File: src/rms_normalization_row_assert.svh
// assertion macros for the row rms normalisation block
// needs clk and arst_n in the scope of each use
`ifndef RMS_NORMALIZATION_ROW_ASSERT_SVH
`define RMS_NORMALIZATION_ROW_ASSERT_SVH
`ifndef SYNTH
`define RNR_ASSERT_SAME(lbl, ante, cons) \
	lbl: assert property (@(posedge clk) disable iff (!arst_n) (ante) |-> (cons)) \
		else $error("assertion failed");
`define RNR_ASSERT_NEXT(lbl, ante, cons) \
	lbl: assert property (@(posedge clk) disable iff (!arst_n) (ante) |=> (cons)) \
		else $error("assertion failed");
`else
`define RNR_ASSERT_SAME(lbl, ante, cons)
`define RNR_ASSERT_NEXT(lbl, ante, cons)
`endif
`endif

File: src/rmsn_pkg.sv
// shared types and constants for the row rms normalisation block
// no dependencies
package rmsn_pkg;
	localparam int VAL_W    = 16;
	localparam int EPS_W    = 24;
	localparam logic [EPS_W-1:0] EPS_RESET = 24'd168;
	localparam int SQ_W     = 31;
	localparam int MS_W     = 32;
	localparam int RCP_W    = 57;
	localparam int ROOT_W   = 29;
	localparam int SR_W     = 58;
	localparam int RCP_STEPS  = 57;
	localparam int SQRT_STEPS = 29;
	localparam int STEP_W   = 6;

	typedef struct packed {
		logic store;
		logic div_init;
		logic div_step;
		logic rcp_init;
		logic rcp_step;
		logic sqrt_init;
		logic sqrt_step;
		logic load_out;
		logic row_clr;
	} cmd_t;
endpackage

File: src/rmsn_ctrl.sv
// controller: row load, division, root and emission sequencing
// depends on rmsn_pkg
module rmsn_ctrl #(
	parameter int MAX_ROW_LENGTH = 64,
	parameter int CNT_W = 7,
	parameter int AW = 6,
	parameter int ACC_W = 38
) (
	input  logic clk,
	input  logic arst_n,
	input  logic in_valid,
	input  logic in_last,
	output logic in_ready,
	output logic out_valid,
	output logic out_last,
	input  logic out_ready,
	output rmsn_pkg::cmd_t cmd,
	output logic [AW-1:0] addr,
	output logic [CNT_W-1:0] count
);
	import rmsn_pkg::*;

	typedef enum logic [3:0] {
		S_LOAD, S_DINIT, S_DIV, S_RINIT, S_RCP, S_SINIT, S_SQRT,
		S_RD, S_P1, S_P2, S_FIN, S_OUT
	} state_t;

	state_t state_q;
	logic [CNT_W-1:0] count_q, idx_q;
	logic [STEP_W-1:0] step_q;
	logic valid_q, last_q;
	logic acc_in, room;

	assign in_ready = (state_q == S_LOAD);
	assign acc_in = in_valid && in_ready;
	assign room = count_q < CNT_W'(MAX_ROW_LENGTH);

	always_comb begin
		cmd = '0;
		cmd.store = acc_in && room;
		cmd.div_init = (state_q == S_DINIT);
		cmd.div_step = (state_q == S_DIV);
		cmd.rcp_init = (state_q == S_RINIT);
		cmd.rcp_step = (state_q == S_RCP);
		cmd.sqrt_init = (state_q == S_SINIT);
		cmd.sqrt_step = (state_q == S_SQRT);
		cmd.load_out = (state_q == S_FIN);
		cmd.row_clr = (state_q == S_OUT) && out_ready && last_q;
	end

	assign addr = (state_q == S_LOAD) ? count_q[AW-1:0] : idx_q[AW-1:0];

	always_ff @(posedge clk or negedge arst_n) begin
		if (!arst_n) begin
			state_q <= S_LOAD;
			count_q <= '0;
			idx_q <= '0;
			step_q <= '0;
			valid_q <= 1'b0;
			last_q <= 1'b0;
		end else begin
			unique case (state_q)
				S_LOAD: begin
					if (acc_in) begin
						if (room) count_q <= count_q + 1'b1;
						if (in_last) state_q <= S_DINIT;
					end
				end
				S_DINIT: begin
					step_q <= STEP_W'(ACC_W - 1);
					state_q <= S_DIV;
				end
				S_DIV: begin
					step_q <= step_q - 1'b1;
					if (step_q == '0) state_q <= S_RINIT;
				end
				S_RINIT: begin
					step_q <= STEP_W'(RCP_STEPS - 1);
					state_q <= S_RCP;
				end
				S_RCP: begin
					step_q <= step_q - 1'b1;
					if (step_q == '0) state_q <= S_SINIT;
				end
				S_SINIT: begin
					step_q <= STEP_W'(SQRT_STEPS - 1);
					state_q <= S_SQRT;
				end
				S_SQRT: begin
					step_q <= step_q - 1'b1;
					if (step_q == '0) begin
						idx_q <= '0;
						state_q <= S_RD;
					end
				end
				S_RD: state_q <= S_P1;
				S_P1: state_q <= S_P2;
				S_P2: state_q <= S_FIN;
				S_FIN: begin
					valid_q <= 1'b1;
					last_q <= (idx_q + 1'b1) == count_q;
					state_q <= S_OUT;
				end
				S_OUT: begin
					if (out_ready) begin
						valid_q <= 1'b0;
						if (last_q) begin
							count_q <= '0;
							state_q <= S_LOAD;
						end else begin
							idx_q <= idx_q + 1'b1;
							state_q <= S_RD;
						end
					end
				end
				default: state_q <= S_LOAD;
			endcase
		end
	end

	assign out_valid = valid_q;
	assign out_last = last_q;
	assign count = count_q;
endmodule

File: config.mk
export PLATFORM = sky130hd
export DESIGN_NAME = rmsn_ctrl
export DESIGN_NICKNAME = d
export VERILOG_FILES = /design/src/rms_normalization_row_assert.svh /design/src/rmsn_pkg.sv /design/src/rmsn_ctrl.sv
export SDC_FILE = /design/constraint.sdc
export NUM_CORES = 1
export LEC_CHECK = 0
export ABC_AREA = 0
export BUFFER_PORTS_ARGS = -buffer_cell sky130_fd_sc_hd__buf_4
export CORE_MARGIN = 4
export CORE_UTILIZATION = 58
export CTS_BUF_LIST = sky130_fd_sc_hd__clkbuf_8
export DETAILED_ROUTE_END_ITERATION = 10
export GPL_ROUTABILITY_DRIVEN = 0
export HOLD_SLACK_MARGIN = 0.05
export PLACE_DENSITY = 0.82
export SYNTH_ARGS = -nofsm -noshare
export SYNTH_HDL_FRONTEND = slang
export SYNTH_SLANG_ARGS = --single-unit
File: constraint.sdc
create_clock -name clk -period 2.3 [get_ports clk]
set_input_delay 0.23 -clock clk [delete_from_list [all_inputs] [get_ports clk]]
set_output_delay 0.23 -clock clk [all_outputs]
set_load 0.01 [all_outputs]
==> flow_summary.yaml <==
outcome:
  status: "finished clean"
detailed_routing:
  drc: 0
  drtIter0Drc: 137
  viasPerCell: 5.58
  dr.pass1.iters: 4
  wire_per_inst_um: 13.8
  wl_um: 4030
  ant_nets: 0
  num_vias: 1628
timing:
  slew_violations: 0
  setup_violations: 0
  worst_slack_ns: 0.185
  fin_crit_ns: 2.12
  fmax_mhz: 473
  hold_violations: 0
  setup_tns_ns: 0
  whs_ns: 0.266
  worst_slew_pin_slew_ns: 0.449
  clock_skew_ns: 0.00793
  fin_crit_sh_pct: 92.0
  relSlewSlack_pct: 70.0
  grt_setup_unrepaired: "false"
synth:
  synthSimpleGateAreaFrac_pct: 29.7
  synth_ff_type: "dfrtp_1"
  ys_types: 51
  synthMuxAreaShare_pct: 2.42
  synth_compound_area_share_pct: 16.8
  synth_fa_ha_area_share_pct: 2.07
  yosys.area.top_type_share_pct: 35.9
  syn_nets: 230
  async_flop_share_pct: 100
  synth_cells: 222
  yosys_register_bits: 26
  yosysTopAreaCell: "dfrtp_1"
  synthTopCellsByArea: "dfrtp_1 36%, nand2_1 7.9%, xnor2_1 3.9%, nand3_1 3.6%, nor2_1 3.5%"
  synth_xor_area_share_pct: 7.25
  yosys_warnings: 0
  ys_seq_area_share_pct: 35.9
  syn_area_sq_um: 1810
  avgSynthCellArea_sq_um: 8.17
  synth_top_family_by_area: "simple AND/OR/NAND/NOR gates"
  synth_edf_count: 0
critical_path:
  cp_max_fo: 12
  critical-path-top-delay-family: "simple AND/OR/NAND/NOR gates"
  critPathBufInv: 3
  r2r-end: "idx_q[6]$_DFFE_PN0P_"
  slowest_stage: "or4_1"
  r2r_setup_slack_ns: 0.35
  cp.required_ns: 2.07
  arrival_ns: 1.89
  endpoint: "cmd[8]"
  rr_startpoint: "state_q[1]$_DFFE_PN0P_"
  critPathLaunchType: "flop"
  worst-path-stages: 5
  end_kind: "output pin"
  critPathMaxStageDelay_ns: 0.60
  crit_type: "reg2out"
  reg2reg_depth: 5
  path_cells: "or4_1 > inv_2 > nand2_1 > inv_1 > buf_4"
  startpoint: "state_q[1]$_DFFE_PN0P_"
layout:
  multi_input_area_sq_um: 1060
  n_antenna_cell: 0
  syn_to_final_growth_pct: 16.8
  nets: 258
  drive_above_1_share_pct: 20.6
  seqCellArea_sq_um: 651
  fin_area_sq_um: 2120
  nFillCells: 245
floorplanning:
  initial_utilization_pct: 59.9
  die-area_sq_um: 4080
  fp-row-count: 20
  pin_count: 30
  core-area_sq_um: 3030
  dieHeight_um: 63.9
  die_x_um: 63.9
pwr:
  power.leakage_nw: 1.03
  power_density_nw_per_um2: 1110
  ir_worst_vdd_mv: 0.695
placed_design:
  dpl_cell_area_sq_um: 2070
  detailed_place_hpwl_um: 3010
  dp_worst_setup_slack_ns: 0.385
  portBuffers: 29
global_route:
  grt_pass1_wl_um: 6930
  grt.overflow.total: 0
  grt_use_total_pct: 20.8
  grt_antenna_before_repair: 0
  grt_max_degree: 27
  grt_pass1_vias: 1513
clocking:
  cts_tree: "yes"
  cts.htree.levels: 1
  cts.clk_slew.worst_paths_ns: 0.09
  clockRootBuffer: "clkbuf_8"
  clk_latency_ns: 0.27
  numClockSinks: 26
  cts_buffers: 3
  cts_buffer_depth: 2
flow_run:
  maxCapViolCount: 0
min_path:
  hold_path.class: "in2reg"
layout make-up:
class | count | area share (%)
inverter | 11 | 1.95
tap | 44 | 2.60
timing repair buffer | 36 | 12.9
multi-input combinational | 172 | 49.9
clock buffer | 3 | 1.95
sequential | 26 | 30.7
report_power, final:
group	leakage, nW	switching [mW]	internal [mW]
clock network	0.0216	0.138	0.117
registers	0.328	0.234	0.607
logic	0.684	0.653	0.610
placed cells by master (no fill, tap or decap), types with 3 or more instances in the layout:
cell      synthesis  final
mux2_2            3      3
dfrtp_1          26     26
a21oi_1           7      7
o22ai_1           4      4
inv_1            11     10
nand3_1          13     13
buf_4             2     35
a22oi_1           3      3
nor2_1           17     17
clkbuf_8          0      3
nor3_1            9      9
nand4_1           3      3
xnor2_1           8      8
o21ai_0          10     10
xor2_1            7      7
nand2b_1          3      3
nand2_1          38     38
a21o_1            4      4
ha_1              3      3
stage by stage:
step,power (mW),utilization [%],cells
floorplan,1.68,-,222
global placement,2.09,68.2,288
detailed placement,2.12,68.2,288
CTS,2.36,69.9,292
global route,2.60,69.9,292
finish,2.36,69.9,292
cell usage after synthesis (4+ instances only):
master and instances:
inv_1 11, o22ai_1 4, nor2_1 17, nand3_1 13, xor2_1 7, xnor2_1 8
a21o_1 4, clkbuf_1 9, dfrtp_1 26, nor3_1 9, a21oi_1 7, o21ai_0 10
nand2_1 38
sequential cells by signal, indices dropped and copies added, names as in the netlist:
register and flops:
count 7, idx_q 7, out_last 1, out_valid 1, state_q 4, step_q 6
routing by layer:
metal,vias up,track usage [%],part of all wire (%)
li1,826,-,-
met1,751,28.4,46
met2,46,34.1,48
met3,5,3.51,5.0
met4,0,5.66,0.94
met5,-,0,0
kinds of logic after synthesis:
group | Yosys count
simple gates | 105
compound gates | 45
flops | 26
buf+inv | 24
xor+xnor | 15
mux | 4
fa+ha+maj | 3
worst min-delay path, delay by kind of cell:
family                 cells  cell delay (ns)
buffers and inverters      1             0.11
and+or+nand+nor            3             0.15
repair_timing:
action / 4_1_cts / 5_1_grt
hold endpoints to repair: 26 / 0
setup buffers: 0 / 0
hold buffers: 1 / 0
gates resized for setup: 0 / 1
setup endpoints to repair: 0 / 3
worst min-delay path by stage:
| stage | startpoint | to | slack, ns | cells after the start |
|---|---|---|---|---|
| after floorplan | arst_n | count[0]$_DFFE_PN0P_ | -0.07 | 0 |
| after global placement | arst_n | idx_q[4]$_DFFE_PN0P_ | 0.16 | 1 |
| after detailed placement | arst_n | out_last$_DFFE_PN0P_ | 0.16 | 1 |
| after CTS | out_ready | out_valid$_DFFE_PN0P_ | 0.26 | 4 |
| after global routing | out_ready | out_valid$_DFFE_PN0P_ | 0.29 | 4 |
| final | out_ready | out_valid$_DFFE_PN0P_ | 0.27 | 4 |
Power figures use the tool's default switching activity.
